--- src/hdl/snfs_pkg.sv ---
// ----------------------------------------------------------------------------
// snfs_pkg
// Types, track codes and the decimal digit step of the frame sequencer.
// ----------------------------------------------------------------------------
`timescale 1ns / 1ps

package snfs_pkg;

  localparam logic [7:0] TRACK_PRELUDE = 8'h12;
  localparam logic [7:0] TRACK_DIGIT0  = 8'h04;
  localparam logic [7:0] TRACK_HUNDRED = 8'h0F;
  localparam logic [7:0] TRACK_TEN     = 8'h10;
  localparam logic [7:0] TRACK_UNIT    = 8'h11;
  localparam logic [7:0] TRACK_CLOSING = 8'h0E;
  localparam logic [7:0] FRAME_LEN     = 8'h05;
  localparam logic [7:0] FRAME_ARG1    = 8'h00;

  localparam int NUM_SLOTS = 10;
  localparam int SLOT_W    = $clog2(NUM_SLOTS);

  localparam logic [SLOT_W-1:0] SLOT_PRELUDE = SLOT_W'(0);
  localparam logic [SLOT_W-1:0] SLOT_H       = SLOT_W'(1);
  localparam logic [SLOT_W-1:0] SLOT_HUNDRED = SLOT_W'(2);
  localparam logic [SLOT_W-1:0] SLOT_T       = SLOT_W'(3);
  localparam logic [SLOT_W-1:0] SLOT_TEN     = SLOT_W'(4);
  localparam logic [SLOT_W-1:0] SLOT_U       = SLOT_W'(5);
  localparam logic [SLOT_W-1:0] SLOT_UNIT    = SLOT_W'(6);
  localparam logic [SLOT_W-1:0] SLOT_D1      = SLOT_W'(7);
  localparam logic [SLOT_W-1:0] SLOT_D2      = SLOT_W'(8);
  localparam logic [SLOT_W-1:0] SLOT_CLOSING = SLOT_W'(9);

  localparam logic [13:0] DIV_H  = 14'd10000;
  localparam logic [13:0] DIV_T  = 14'd1000;
  localparam logic [13:0] DIV_U  = 14'd100;
  localparam logic [13:0] DIV_D1 = 14'd10;

  typedef struct packed {
    logic [3:0] h;
    logic [3:0] t;
    logic [3:0] u;
    logic [3:0] d1;
    logic [3:0] d2;
  } digits_t;

  typedef struct packed {
    logic [3:0]  q;
    logic [15:0] rem;
  } digit_res_t;

  // One decimal digit by parallel compares against the nine multiples.
  function automatic digit_res_t digit_step(input logic [15:0] r, input logic [13:0] dvs);
    digit_res_t res;
    logic [17:0] lim;
    res.q   = '0;
    res.rem = r;
    for (int k = 1; k <= 9; k++) begin
      lim = 18'(k) * {4'b0, dvs};
      if ({2'b0, r} >= lim) begin
        res.q   = 4'(k);
        res.rem = 16'({2'b0, r} - lim);
      end
    end
    return res;
  endfunction

endpackage

--- src/hdl/snfs_digit_pipe.sv ---
// ----------------------------------------------------------------------------
// snfs_digit_pipe
// Four-stage pipeline that splits the value into five decimal digits.
// ----------------------------------------------------------------------------
`timescale 1ns / 1ps

module snfs_digit_pipe (
  input  logic                clk,
  input  logic                rst,
  input  logic                in_valid,
  output logic                in_stall,
  input  logic [15:0]         value_hundredths,
  output logic                dig_valid,
  input  logic                dig_take,
  output snfs_pkg::digits_t   dig
);
  import snfs_pkg::*;

  logic        v1, v2, v3, v4;
  logic        en1, en2, en3, en4;
  logic [3:0]  h1, h2, h3, h4;
  logic [3:0]  t2, t3, t4;
  logic [3:0]  u3, u4;
  logic [3:0]  d1_4, d2_4;
  logic [13:0] r1;
  logic [9:0]  r2;
  logic [6:0]  r3;
  digit_res_t  st1, st2, st3, st4;

  assign en4 = !v4 || dig_take;
  assign en3 = !v3 || en4;
  assign en2 = !v2 || en3;
  assign en1 = !v1 || en2;
  assign in_stall = !en1;

  always_comb begin
    st1 = digit_step(value_hundredths, DIV_H);
    st2 = digit_step({2'b0, r1}, DIV_T);
    st3 = digit_step({6'b0, r2}, DIV_U);
    st4 = digit_step({9'b0, r3}, DIV_D1);
  end

  always_ff @(posedge clk) begin
    if (rst) begin
      v1 <= 1'b0;
      v2 <= 1'b0;
      v3 <= 1'b0;
      v4 <= 1'b0;
    end else begin
      if (en1) v1 <= in_valid;
      if (en2) v2 <= v1;
      if (en3) v3 <= v2;
      if (en4) v4 <= v3;
    end
  end

  always_ff @(posedge clk) begin
    if (en1) begin
      h1 <= st1.q;
      r1 <= st1.rem[13:0];
    end
    if (en2) begin
      h2 <= h1;
      t2 <= st2.q;
      r2 <= st2.rem[9:0];
    end
    if (en3) begin
      h3 <= h2;
      t3 <= t2;
      u3 <= st3.q;
      r3 <= st3.rem[6:0];
    end
    if (en4) begin
      h4   <= h3;
      t4   <= t3;
      u4   <= u3;
      d1_4 <= st4.q;
      d2_4 <= st4.rem[3:0];
    end
  end

  assign dig_valid = v4;
  assign dig.h  = h4;
  assign dig.t  = t4;
  assign dig.u  = u4;
  assign dig.d1 = d1_4;
  assign dig.d2 = d2_4;

endmodule

--- src/hdl/snfs_frame_ser.sv ---
// ----------------------------------------------------------------------------
// snfs_frame_ser
// Turns one set of digits into its frames, one frame per cycle while out_stall
// is low, through a registered output.
// ----------------------------------------------------------------------------
`timescale 1ns / 1ps

module snfs_frame_ser (
  input  logic                clk,
  input  logic                rst,
  input  logic                dig_valid,
  output logic                dig_take,
  input  snfs_pkg::digits_t   dig,
  input  logic [7:0]          play_command,
  output logic                out_valid,
  input  logic                out_stall,
  output logic [7:0]          command_byte,
  output logic [7:0]          track_number,
  output logic [7:0]          check_byte,
  output logic                last_frame
);
  import snfs_pkg::*;

  logic [NUM_SLOTS-1:0] mask;
  logic [NUM_SLOTS-1:0] mask_next;
  logic [NUM_SLOTS-1:0] mask_left;
  logic [NUM_SLOTS-1:0] mask_new;
  digits_t              held;
  logic [SLOT_W-1:0]    pick;
  logic [7:0]           pick_track;
  logic                 out_adv;

  assign out_adv = !out_valid || !out_stall;

  always_comb begin
    pick = SLOT_PRELUDE;
    for (int i = NUM_SLOTS - 1; i >= 0; i--) begin
      if (mask[i]) pick = SLOT_W'(i);
    end
  end

  always_comb begin
    case (pick)
      SLOT_PRELUDE: pick_track = TRACK_PRELUDE;
      SLOT_H:       pick_track = TRACK_DIGIT0 + {4'b0, held.h};
      SLOT_HUNDRED: pick_track = TRACK_HUNDRED;
      SLOT_T:       pick_track = TRACK_DIGIT0 + {4'b0, held.t};
      SLOT_TEN:     pick_track = TRACK_TEN;
      SLOT_U:       pick_track = TRACK_DIGIT0 + {4'b0, held.u};
      SLOT_UNIT:    pick_track = TRACK_UNIT;
      SLOT_D1:      pick_track = TRACK_DIGIT0 + {4'b0, held.d1};
      SLOT_D2:      pick_track = TRACK_DIGIT0 + {4'b0, held.d2};
      SLOT_CLOSING: pick_track = TRACK_CLOSING;
      default:      pick_track = TRACK_CLOSING;
    endcase
  end

  always_comb begin
    mask_new = '0;
    mask_new[SLOT_PRELUDE] = 1'b1;
    mask_new[SLOT_H]       = dig.h != 4'd0;
    mask_new[SLOT_HUNDRED] = dig.h != 4'd0;
    mask_new[SLOT_T]       = (dig.t != 4'd0) || (dig.h != 4'd0);
    mask_new[SLOT_TEN]     = dig.t != 4'd0;
    mask_new[SLOT_U]       = dig.u != 4'd0;
    mask_new[SLOT_UNIT]    = 1'b1;
    mask_new[SLOT_D1]      = dig.d1 != 4'd0;
    mask_new[SLOT_D2]      = dig.d2 != 4'd0;
    mask_new[SLOT_CLOSING] = 1'b1;
  end

  always_comb begin
    mask_left = mask;
    if (out_adv) mask_left[pick] = 1'b0;
    dig_take  = dig_valid && (mask_left == '0);
    mask_next = dig_take ? mask_new : mask_left;
  end

  always_ff @(posedge clk) begin
    if (rst) begin
      mask      <= '0;
      out_valid <= 1'b0;
    end else begin
      mask <= mask_next;
      if (out_adv) out_valid <= mask != '0;
    end
  end

  always_ff @(posedge clk) begin
    if (dig_take) held <= dig;
    if (out_adv && mask != '0) begin
      command_byte <= play_command;
      track_number <= pick_track;
      check_byte   <= FRAME_LEN ^ play_command ^ FRAME_ARG1 ^ pick_track;
      last_frame   <= pick == SLOT_CLOSING;
    end
  end

endmodule

--- src/hdl/spoken_number_frame_sequencer.sv ---
// ----------------------------------------------------------------------------
// spoken_number_frame_sequencer
// The first frame of a value passes the digit pipeline, slot mask and output
// register. Throughput: one frame per cycle while the output is not stalled; a
// value gives 3 to 10 frames, set by the frame serializer's slot mask.
// Reset (synchronous, active high) empties the pipeline and clears the command.
// ----------------------------------------------------------------------------
`timescale 1ns / 1ps

module spoken_number_frame_sequencer (
  input  logic        clk,
  input  logic        rst,
  input  logic        psel,
  input  logic        penable,
  input  logic        pwrite,
  input  logic [2:0]  paddr,
  input  logic [31:0] pwdata,
  output logic [31:0] prdata,
  output logic        pready,
  input  logic        in_valid,
  output logic        in_stall,
  input  logic [15:0] value_hundredths,
  output logic        out_valid,
  input  logic        out_stall,
  output logic [7:0]  command_byte,
  output logic [7:0]  track_number,
  output logic [7:0]  check_byte,
  output logic        last_frame
);
  import snfs_pkg::*;

  logic [7:0] play_command;
  logic       dig_valid;
  logic       dig_take;
  digits_t    dig;

  assign pready = 1'b1;
  assign prdata = paddr[2] ? 32'd0 : {24'd0, play_command};

  always_ff @(posedge clk) begin
    if (rst) begin
      play_command <= 8'd0;
    end else if (psel && penable && pwrite && !paddr[2]) begin
      play_command <= pwdata[7:0];
    end
  end

  snfs_digit_pipe u_pipe (
    .clk              (clk),
    .rst              (rst),
    .in_valid         (in_valid),
    .in_stall         (in_stall),
    .value_hundredths (value_hundredths),
    .dig_valid        (dig_valid),
    .dig_take         (dig_take),
    .dig              (dig)
  );

  snfs_frame_ser u_ser (
    .clk          (clk),
    .rst          (rst),
    .dig_valid    (dig_valid),
    .dig_take     (dig_take),
    .dig          (dig),
    .play_command (play_command),
    .out_valid    (out_valid),
    .out_stall    (out_stall),
    .command_byte (command_byte),
    .track_number (track_number),
    .check_byte   (check_byte),
    .last_frame   (last_frame)
  );

endmodule

--- config.mk ---
export PLATFORM = sky130hd
export DESIGN_NAME = spoken_number_frame_sequencer
export DESIGN_NICKNAME = d
export VERILOG_FILES = /design/src/hdl/snfs_pkg.sv /design/src/hdl/snfs_digit_pipe.sv /design/src/hdl/snfs_frame_ser.sv /design/src/hdl/spoken_number_frame_sequencer.sv
export SDC_FILE = /design/constraint.sdc
export NUM_CORES = 1
export LEC_CHECK = 0
export ABC_AREA = 1
export BUFFER_PORTS_ARGS = -buffer_cell sky130_fd_sc_hd__buf_2
export CORE_UTILIZATION = 60
export CTS_CLUSTER_DIAMETER = 80
export DETAILED_ROUTE_END_ITERATION = 10
export MAX_ROUTING_LAYER = met4
export PLACE_DENSITY = 0.85
export SYNTH_ARGS = -nofsm -noshare
export SYNTH_HDL_FRONTEND = slang
export SYNTH_HIERARCHICAL = 1
export SYNTH_SLANG_ARGS = --single-unit
--- constraint.sdc ---
create_clock -name clk -period 8 [get_ports clk]
set_input_delay 2 -clock clk [delete_from_list [all_inputs] [get_ports clk]]
set_output_delay 2 -clock clk [all_outputs]
set_load 0.02 [all_outputs]
==> flow_summary_export.csv, run 1 <==
group,metric,value,unit
run_status,outcome,"finished clean",
logic_synthesis,syn_inst,1382,
routing,vias,9337,
clocking,clk_pin_slew,0.06,ns
cells_and_area,stdcell_area,11200,µm²
floorplanning,initial_core_util,61.8,%
worst_setup_path,critPathTopFamily,"buffers and inverters",
grt,first_global_vias,8671,
logic_synthesis,synth_simple_gate_area_share,29.4,%
grt,grt_pass1_wl,40800,µm
placed_design,gp_congestion,1.02,
worst_setup_path,critPathMaxStageDelay,0.59,ns
clocking,ctsLongestPathBuffers,2,
logic_synthesis,synth_top_family_by_area,"simple AND/OR/NAND/NOR gates",
worst_setup_path,endpoint_kind,"output pin",
cells_and_area,fillers,1389,
worst_setup_path,critical_path_buf_inv_count,9,
grt,grt_util_met1,37.0,%
floorplanning,rows,47,
floorplanning,core-area,16600,µm²
sta,drv_slew,0,
logic_synthesis,synth_area_leaders,"edfxtp_1, nand2_1, ha_1",
grt,met3_usage,4.60,%
logic_synthesis,ys.flop_type,"edfxtp_1",
logic_synthesis,synth.cell_area,10300,µm²
sta,tns,0,ns
logic_synthesis,avgSynthCellArea,7.44,µm²
worst_setup_path,cp-start-kind,"primary input",
flow_run,maxCapViolCount,0,
grt,use_met2,48.1,%
routing,drt.antenna.violating_nets,0,
clocking,postCtsHoldBufs,0,
routing,avgRoutedWirePerCell,14.9,µm
min_path,hold_path.class,"reg2reg",
clocking,ctsResizeCount,0,
sta,rsz0062_at_grt,"no",
cells_and_area,nets,1543,
logic_synthesis,synth-compound-area-share,11.7,%
cells_and_area,area_delta_synth_final,8.44,%
sta,max_freq,145,MHz
power,power,3.20,mW
grt,track_usage,29.6,%
sta,hold_viol_final,0,
routing,routed_wl,24800,µm
routing,first_pass_iters,5,
grt,grt_max_degree,27,
floorplanning,die_area,17700,µm²
floorplanning,die_w,133,µm
logic_synthesis,synth.most_common_cell,"nand2_1",
logic_synthesis,synth_xor_area_share,3.92,%
cells_and_area,final-seq-area,3760,µm²
worst_setup_path,crit_path_max_fanout,26,
cells_and_area,drive_gt1_share,13.5,%
worst_setup_path,worst_path_max_delay_cell,"inv_1",
logic_synthesis,yosys-top-cells-count,"nand2_1, inv_1, nor2_1",
logic_synthesis,muxShareOfSynthArea,0,%
placed_design,buffer_ports.inserted,63,
routing,drt-initial-drc-count,1066,
logic_synthesis,synth_top_area_share,32.1,%
logic_synthesis,ys_async_sr_fraction,0,%
grt,antenna_found_initial,0,
sta,worst_pin_slew,1.06,ns
floorplanning,ios,118,
clocking,cts_sinks,133,
sta,setup_violations,0,
routing,drc_errors,0,
clocking,clk_latency,0.42,ns
logic_synthesis,ys_warn_count,6,
power,power_density,287,nW/µm²
clocking,cts_made_buffers,17,
worst_setup_path,crit_chain,"buf_2, nand2_1, inv_1, o21ai_1, inv_1, nor2_1, nand3_1, nor2_4, nand2_4, inv_6, nor2_1, inv_1, nor2_1, inv_1, buf_4, nor2_1, inv_1, nor2_1, buf_2",
cells_and_area,diodes,0,
logic_synthesis,ys_seq_area_share,36.6,%
grt,busiest_layer,"met2",
logic_synthesis,yosysTopAreaCell,"edfxtp_1",
clocking,root_buffer,"clkbuf_16",
worst_setup_path,cp.required,6.00,ns
sta,period_minus_slack,6.90,ns
worst_setup_path,worstPathArrival,4.90,ns
logic_synthesis,ys_ff_latch,133,
placed_design,dpl-instance-area,10500,µm²
placed_design,hpwl,18000,µm
sta,slew_headroom,29.5,%
grt,grt.overflow.total,0,
clocking,h-tree-depth,4,
cells_and_area,multi_input_area,5450,µm²
clocking,cts_setup_buffers,0,
power,peakVddDrop,0.000191,V
power,p_leak,5.26,nW
routing,viasPerCell,5.62,
sta,finalCritPeriodShare,86.3,%
logic_synthesis,synth-adder-area-share,6.94,%
floorplanning,chipHeight,133,µm
clocking,cts_tree,"done",
logic_synthesis,synth_cell_type_count,58,
sta,fin_worst_skew,0.00797,ns
cells_and_area,utilization,67.0,%
logic_synthesis,synth_edf_count,110,
worst_setup_path,crit_type,"in2out",
-- routing by layer --
layer,vias up,share of wire (%)
li1,4562,-
met4,0,2.2
met3,59,7.5
met2,448,49
met1,4268,42
met5,-,0
-- state kept, by name (all words and copies together) (netlist names), 3 cells and up --
signal / flops
u_pipe/d2_4: 4
u_pipe/h2: 3
u_pipe/r2: 10
u_pipe/h1: 3
u_ser/held: 20
u_pipe/u3: 4
u_pipe/h3: 3
u_ser/track_number: 5
u_pipe/r1: 14
u_pipe/r3: 7
u_ser/command_byte: 8
u_pipe/u4: 4
u_pipe/t2: 4
u_pipe/h4: 3
u_pipe/d1_4: 4
u_pipe/t4: 4
u_pipe/t3: 4
u_ser/check_byte: 5
u_ser/mask: 10
play_command: 8
-- path summary, 6_finish.rpt --
| path | startpoint | end | slack, ns | cells past startpoint |
|---|---|---|---|---|
| setup / recovery | out_stall | in_stall | 1.10 | 19 |
| setup reg to reg | u_ser/mask[8] | u_pipe/r1[6] | 3.59 | 17 |
| hold / removal | u_pipe/h3[1] | u_pipe/h4[1] | 0.42 | 0 |
| hold reg to reg | u_pipe/h3[1] | u_pipe/h4[1] | 0.42 | 0 |
-- cells by family after synthesis --
logic type	count (synthesis)
compound gates	213
xor+xnor	46
fa+ha+maj	57
buf+inv	250
flops	133
other cells	4
simple gates	679
-- through the flow --
step	instances	hold WS, ns	setup WS, ns
after CTS	1661	0.420	1.11
final	1661	0.422	1.10
after global placement	1629	0.401	1.30
after floorplan	1407	0.400	1.28
after detailed placement	1629	0.405	1.14
after global routing	1661	0.427	0.816
-- power by group --
part,switching (mW),total (mW),internal (mW)
Sequential,0.133,1.10,0.963
Clock,0.314,0.784,0.470
Combinational,0.889,1.32,0.428
-- layout make-up --
cell class / count / share of cell area (%)
timing repair buffer: 67 / 3.10
multi-input combinational: 1024 / 48.9
clock inverter: 11 / 0.853
inverter: 185 / 6.31
clock buffer: 21 / 4.61
sequential: 133 / 33.8
tap: 220 / 2.47
-- cell usage in the layout, fill, tap and decap left out, types with 37 or more instances in the layout --
cell type / n
xor2_1: 37
o21ai_0: 53
a21oi_1: 98
ha_1: 57
edfxtp_1: 110
buf_2: 63
nor2_1: 130
nand2_1: 359
nand3_1: 92
inv_1: 159
Note: power is estimated with default switching activity, not from simulation.
==> run 2: changes to the inputs <==
--- a/config.mk
+++ b/config.mk
@@ -8,6 +8,7 @@
 export ABC_AREA = 1
 export BUFFER_PORTS_ARGS = -buffer_cell sky130_fd_sc_hd__buf_2
 export CORE_UTILIZATION = 60
+export CTS_BUF_LIST = sky130_fd_sc_hd__clkbuf_16
 export CTS_CLUSTER_DIAMETER = 80
 export DETAILED_ROUTE_END_ITERATION = 10
 export MAX_ROUTING_LAYER = met4
==> run 2 against run 1 <==
Clock power fell by 1%. Sequential share of layout area barely moved. Maximum frequency rose by 0.27%. Register-to-register slack improved by 0.03 ns. Critical endpoint unchanged.
==> flow_summary_export.csv, run 2 (synthesized netlist as in run 1, its figures left out) <==
group,metric,value,unit
worst_setup_path,cp-start-kind,"primary input",
floorplanning,die_w,133,µm
routing,routed_wl,24700,µm
sta,hold_viol_final,0,
routing,drt-initial-drc-count,1041,
placed_design,gp_congestion,1.02,
worst_setup_path,timing.rr.start,"u_ser/mask[3]",
min_path,worstHoldStart,"u_pipe/h1[1]",
clocking,root_buffer,"clkbuf_16",
routing,drt.antenna.violating_nets,0,
worst_setup_path,cp.required,6.00,ns
routing,vias,9302,
sta,tns,0,ns
clocking,ctsLongestPathBuffers,2,
worst_setup_path,endpoint_kind,"output pin",
floorplanning,core-area,16600,µm²
min_path,hold_path.class,"reg2reg",
worst_setup_path,critPathMaxStageDelay,0.59,ns
clocking,clk_pin_slew,0.06,ns
clocking,cts_tree,"done",
clocking,h-tree-depth,4,
worst_setup_path,crit_chain,"buf_2, nand2_1, inv_1, o21ai_1, inv_1, nor2_1, nand3_1, nor2_4, nand2_4, inv_6, nor2_1, inv_1, nor2_1, inv_1, buf_4, nor2_1, inv_1, nor2_1, buf_2",
cells_and_area,reg_top3,"u_ser/held: 20 flops, u_pipe/r1: 14 flops",
placed_design,place_inst,1629,
clocking,cts_setup_buffers,0,
routing,drc_errors,0,
worst_setup_path,crit_type,"in2out",
cells_and_area,area_delta_synth_final,8.35,%
power,p_leak,5.25,nW
cells_and_area,final_cell_mix,"nand2_1, inv_1, nor2_1, edfxtp_1, a21oi_1",
run_status,outcome,"finished clean",
clocking,postCtsHoldBufs,0,
worst_setup_path,worstPathArrival,4.88,ns
sta,rsz0062_at_grt,"no",
sta,fin_ws,1.12,ns
worst_setup_path,worstSetupStartpoint,"out_stall",
flow_run,maxCapViolCount,0,
cells_and_area,drive_gt1_share,13.4,%
grt,first_global_vias,8660,
worst_setup_path,critical_path_buf_inv_count,9,
grt,grt_max_degree,27,
cells_and_area,diodes,0,
worst_setup_path,crit_path_max_fanout,26,
grt,grt_pass1_wl,40800,µm
sta,max_freq,145,MHz
grt,grt.overflow.total,0,
sta,fin_worst_skew,0.00767,ns
cells_and_area,final_cells,1661,
floorplanning,ios,118,
worst_setup_path,critPathTopFamily,"buffers and inverters",
sta,drv_slew,0,
grt,antenna_found_initial,0,
routing,first_pass_iters,7,
floorplanning,die_area,17700,µm²
sta,worst_pin_slew,1.05,ns
placed_design,pre_cts_slack,1.14,ns
sta,slew_headroom,29.9,%
clocking,clk_latency,0.42,ns
clocking,ctsResizeCount,0,
clocking,cts_made_buffers,17,
cells_and_area,nets,1543,
placed_design,buffer_ports.inserted,63,
sta,finalCritPeriodShare,86.0,%
routing,avgRoutedWirePerCell,14.9,µm
routing,viasPerCell,5.60,
floorplanning,rows,47,
worst_setup_path,worst_path_max_delay_cell,"inv_1",
clocking,cts_sinks,133,
sta,setup_violations,0,
cells_and_area,top_register,"u_ser/held",
power,peakVddDrop,0.000192,V
power,power_density,286,nW/µm²
grt,track_usage,29.6,%
sta,period_minus_slack,6.88,ns
floorplanning,chipHeight,133,µm
cells_and_area,layout_commonest_cell,"nand2_1",
placed_design,hpwl,18000,µm
cells_and_area,largest_reg_flops,20,
floorplanning,initial_core_util,61.8,%
run 2: cell types whose count changed in the layout (fill, tap and decap cells not counted):
cell      before  now
clkbuf_8       1    0
clkinv_1       1    2
run 2: area by class of cell:
class | count | area, µm²
Inverter | 185 | 703
Multi-Input combinational cell | 1024 | 5450
Clock buffer | 20 | 500
Tap cell | 220 | 275
Clock inverter | 12 | 98.8
Sequential cell | 133 | 3760
Timing Repair Buffer | 67 | 345
Fill cell | 1388 | 5500
run 2: metal layers:
metal	part of all wire [%]	GRT usage, %	vias to the layer above	routed length, µm
met5	0	-	-	0
met4	2.5	11.9	0	614
met3	7.3	4.64	69	1810
met2	48	47.8	450	11900
met1	42	37.0	4223	10400
li1	-	-	4560	-
run 2: per-stage QoR:
| stage | cell area (µm²) | util [%] | hold WS [ns] | power (mW) |
|---|---|---|---|---|
| after global routing | 11100 | 66.9 | 0.427 | 3.40 |
| final | 11100 | 66.9 | 0.422 | 3.19 |
| after floorplan | 10400 | - | 0.400 | 2.08 |
| after detailed placement | 10500 | 63.3 | 0.405 | 2.38 |
| after global placement | 10500 | 63.3 | 0.401 | 2.33 |
| after CTS | 11100 | 66.9 | 0.420 | 3.17 |
run 2: report_power, final:
group | switching, mW | leakage, nW | internal [mW]
clock network | 0.313 | 0.296 | 0.461
logic | 0.888 | 3.65 | 0.428
registers | 0.133 | 1.31 | 0.963
total | 1.33 | 5.25 | 1.85
run 2: final timing paths:
kind / endpoint / slack (ns) / cells past startpoint
setup / recovery: in_stall / 1.12 / 19
hold / removal: u_pipe/h2[1] / 0.42 / 0
setup reg to reg: u_pipe/r1[6] / 3.62 / 20
hold reg to reg: u_pipe/h2[1] / 0.42 / 0
==> run 3: changes to the inputs <==
--- a/config.mk
+++ b/config.mk
@@ -6,7 +6,7 @@
 export NUM_CORES = 1
 export LEC_CHECK = 0
 export ABC_AREA = 1
-export BUFFER_PORTS_ARGS = -buffer_cell sky130_fd_sc_hd__buf_2
+export BUFFER_PORTS_ARGS = -buffer_cell sky130_fd_sc_hd__buf_4
 export CORE_UTILIZATION = 60
 export CTS_BUF_LIST = sky130_fd_sc_hd__clkbuf_16
 export CTS_CLUSTER_DIAMETER = 80
==> run 3 against run 2 <==
Largest power group unchanged. Sequential cell count unchanged. Highest routed layer unchanged. Count of clock-buffer cells in the layout down 3. Non-clock buffer count unchanged. Core utilization up 0.73 points.
==> flow_summary_export.csv, run 3 (synthesized netlist as in run 1, its figures left out) <==
group,metric,value,unit
sta,fin_worst_skew,0.0101,ns
worst_setup_path,cp-start-kind,"primary input",
routing,routed_wl,24900,µm
worst_setup_path,crit_type,"in2out",
cells_and_area,top_register,"u_ser/held",
run_status,outcome,"finished clean",
sta,worst_pin_slew,1.07,ns
grt,antenna_found_initial,0,
placed_design,gp_congestion,1.03,
clocking,h-tree-depth,4,
cells_and_area,diodes,0,
power,peakVddDrop,0.000165,V
cells_and_area,final-seq-area,3760,µm²
worst_setup_path,endpoint_kind,"output pin",
routing,first_pass_iters,5,
min_path,hold_path.class,"reg2reg",
worst_setup_path,critPathMaxStageDelay,0.59,ns
clocking,clk_latency,0.41,ns
clocking,postCtsHoldBufs,0,
power,clkPwrFrac,23.0,%
cells_and_area,reg_top3,"u_ser/held: 20 flops, u_pipe/r1: 14 flops",
cells_and_area,fillers,1367,
sta,setup_violations,0,
cells_and_area,multi_input_area,5450,µm²
floorplanning,chipHeight,133,µm
routing,viasPerCell,5.66,
sta,tns,0,ns
cells_and_area,layout_commonest_cell,"nand2_1",
routing,drc_errors,0,
grt,track_usage,29.4,%
worst_setup_path,crit_chain,"buf_4, nand2_1, inv_1, o21ai_1, inv_1, nor2_1, nand3_1, nor2_4, nand2_4, inv_6, nor2_1, inv_1, nor2_1, inv_1, buf_4, nor2_1, inv_1, nor2_1, buf_4",
grt,grt_pass1_wl,40500,µm
worst_setup_path,worst_path_max_delay_cell,"inv_1",
clocking,root_buffer,"clkbuf_16",
clocking,cts_sinks,133,
power,p_comb_share,42.4,%
worst_setup_path,critPathTopFamily,"buffers and inverters",
floorplanning,core-area,16600,µm²
worst_setup_path,cp.required,6.00,ns
cells_and_area,nets,1543,
clocking,cts_made_buffers,17,
cells_and_area,drive_gt1_share,13.5,%
clocking,cts_tree,"done",
clocking,ctsResizeCount,0,
flow_run,maxCapViolCount,0,
sta,finalCritPeriodShare,85.7,%
worst_setup_path,crit_path_max_fanout,26,
routing,vias,9404,
sta,rsz0062_at_grt,"no",
floorplanning,die_w,133,µm
floorplanning,ios,118,
floorplanning,rows,47,
routing,avgRoutedWirePerCell,15.0,µm
sta,slew_headroom,29.0,%
power,p_seq_share,34.5,%
routing,drt.antenna.violating_nets,0,
clocking,clk_pin_slew,0.06,ns
placed_design,buffer_ports.inserted,63,
power,p_int,1.83,mW
sta,max_freq,146,MHz
grt,grt.overflow.total,0,
grt,first_global_vias,8530,
floorplanning,die_area,17700,µm²
clocking,ctsLongestPathBuffers,2,
power,p_leak,5.27,nW
cells_and_area,largest_reg_flops,20,
worst_setup_path,critical_path_buf_inv_count,9,
placed_design,hpwl,18200,µm
sta,period_minus_slack,6.85,ns
power,switching_share,42.4,%
clocking,cts_setup_buffers,0,
grt,grt_max_degree,27,
cells_and_area,final_cell_mix,"nand2_1, inv_1, nor2_1, edfxtp_1, a21oi_1",
floorplanning,initial_core_util,61.8,%
sta,hold_viol_final,0,
sta,drv_slew,0,
power,power_density,281,nW/µm²
cells_and_area,area_delta_synth_final,9.53,%
sta,holdWs,0.424,ns
worst_setup_path,worstPathArrival,4.85,ns
power,switching_power,1.34,mW
routing,drt-initial-drc-count,978,
[run 3: changes by cell type in the layout (fill, tap and decap cells not counted), sizes merged]
cell / delta
clkbuf: -3
clkinv: +2
clkinvlp: +1
[run 3: area by class of cell]
class	instances	area share (%)
Clock inverter	15	1.22
Sequential cell	133	33.4
Timing Repair Buffer	67	4.47
Multi-Input combinational cell	1024	48.4
Inverter	185	6.24
Clock buffer	17	3.78
Tap cell	220	2.44
[run 3: stage by stage]
stage          std cells  area, µm²  worst slack [ns]  power (mW)  utilization, %
4_1_cts             1661      11300              1.15        3.15            67.7
3_5_place_dp        1629      10700              1.17        2.41            64.3
3_3_place_gp        1629      10700              1.29        2.36            64.3
6_report            1661      11300              1.15        3.17            67.7
5_1_grt             1661      11300             0.827        3.38            67.7
2_1_floorplan       1407      10400              1.28        2.08               -
[run 3: layer usage]
| metal | wire length, µm | global-route usage (%) | vias to the layer above |
|---|---|---|---|
| met5 | 0 | - | - |
| met4 | 555 | 9.51 | 0 |
| met3 | 1880 | 4.75 | 66 |
| met2 | 12300 | 48.9 | 466 |
| met1 | 10200 | 36.4 | 4318 |
| li1 | - | - | 4554 |
[run 3: final timing paths]
| check | start | end | slack, ns | cells after the start |
|---|---|---|---|---|
| setup / recovery | out_stall | in_stall | 1.15 | 19 |
| hold / removal | u_pipe/h2[2] | u_pipe/h3[2] | 0.42 | 0 |
| setup reg to reg | u_ser/mask[8] | u_pipe/h1[0] | 3.65 | 17 |
| hold reg to reg | u_pipe/h2[2] | u_pipe/h3[2] | 0.42 | 0 |
[run 3: power by group through the flow]
| stage | sequential [mW] | combinational, mW | clock [mW] |
|---|---|---|---|
| 5_1_grt | 1.11 | 1.50 | 0.775 |
| 3_3_place_gp | 1.10 | 1.26 | 0 |
| 4_1_cts | 1.09 | 1.32 | 0.740 |
| 3_5_place_dp | 1.11 | 1.30 | 0 |
| 2_1_floorplan | 1.08 | 0.998 | 0 |
| 6_report | 1.09 | 1.34 | 0.730 |
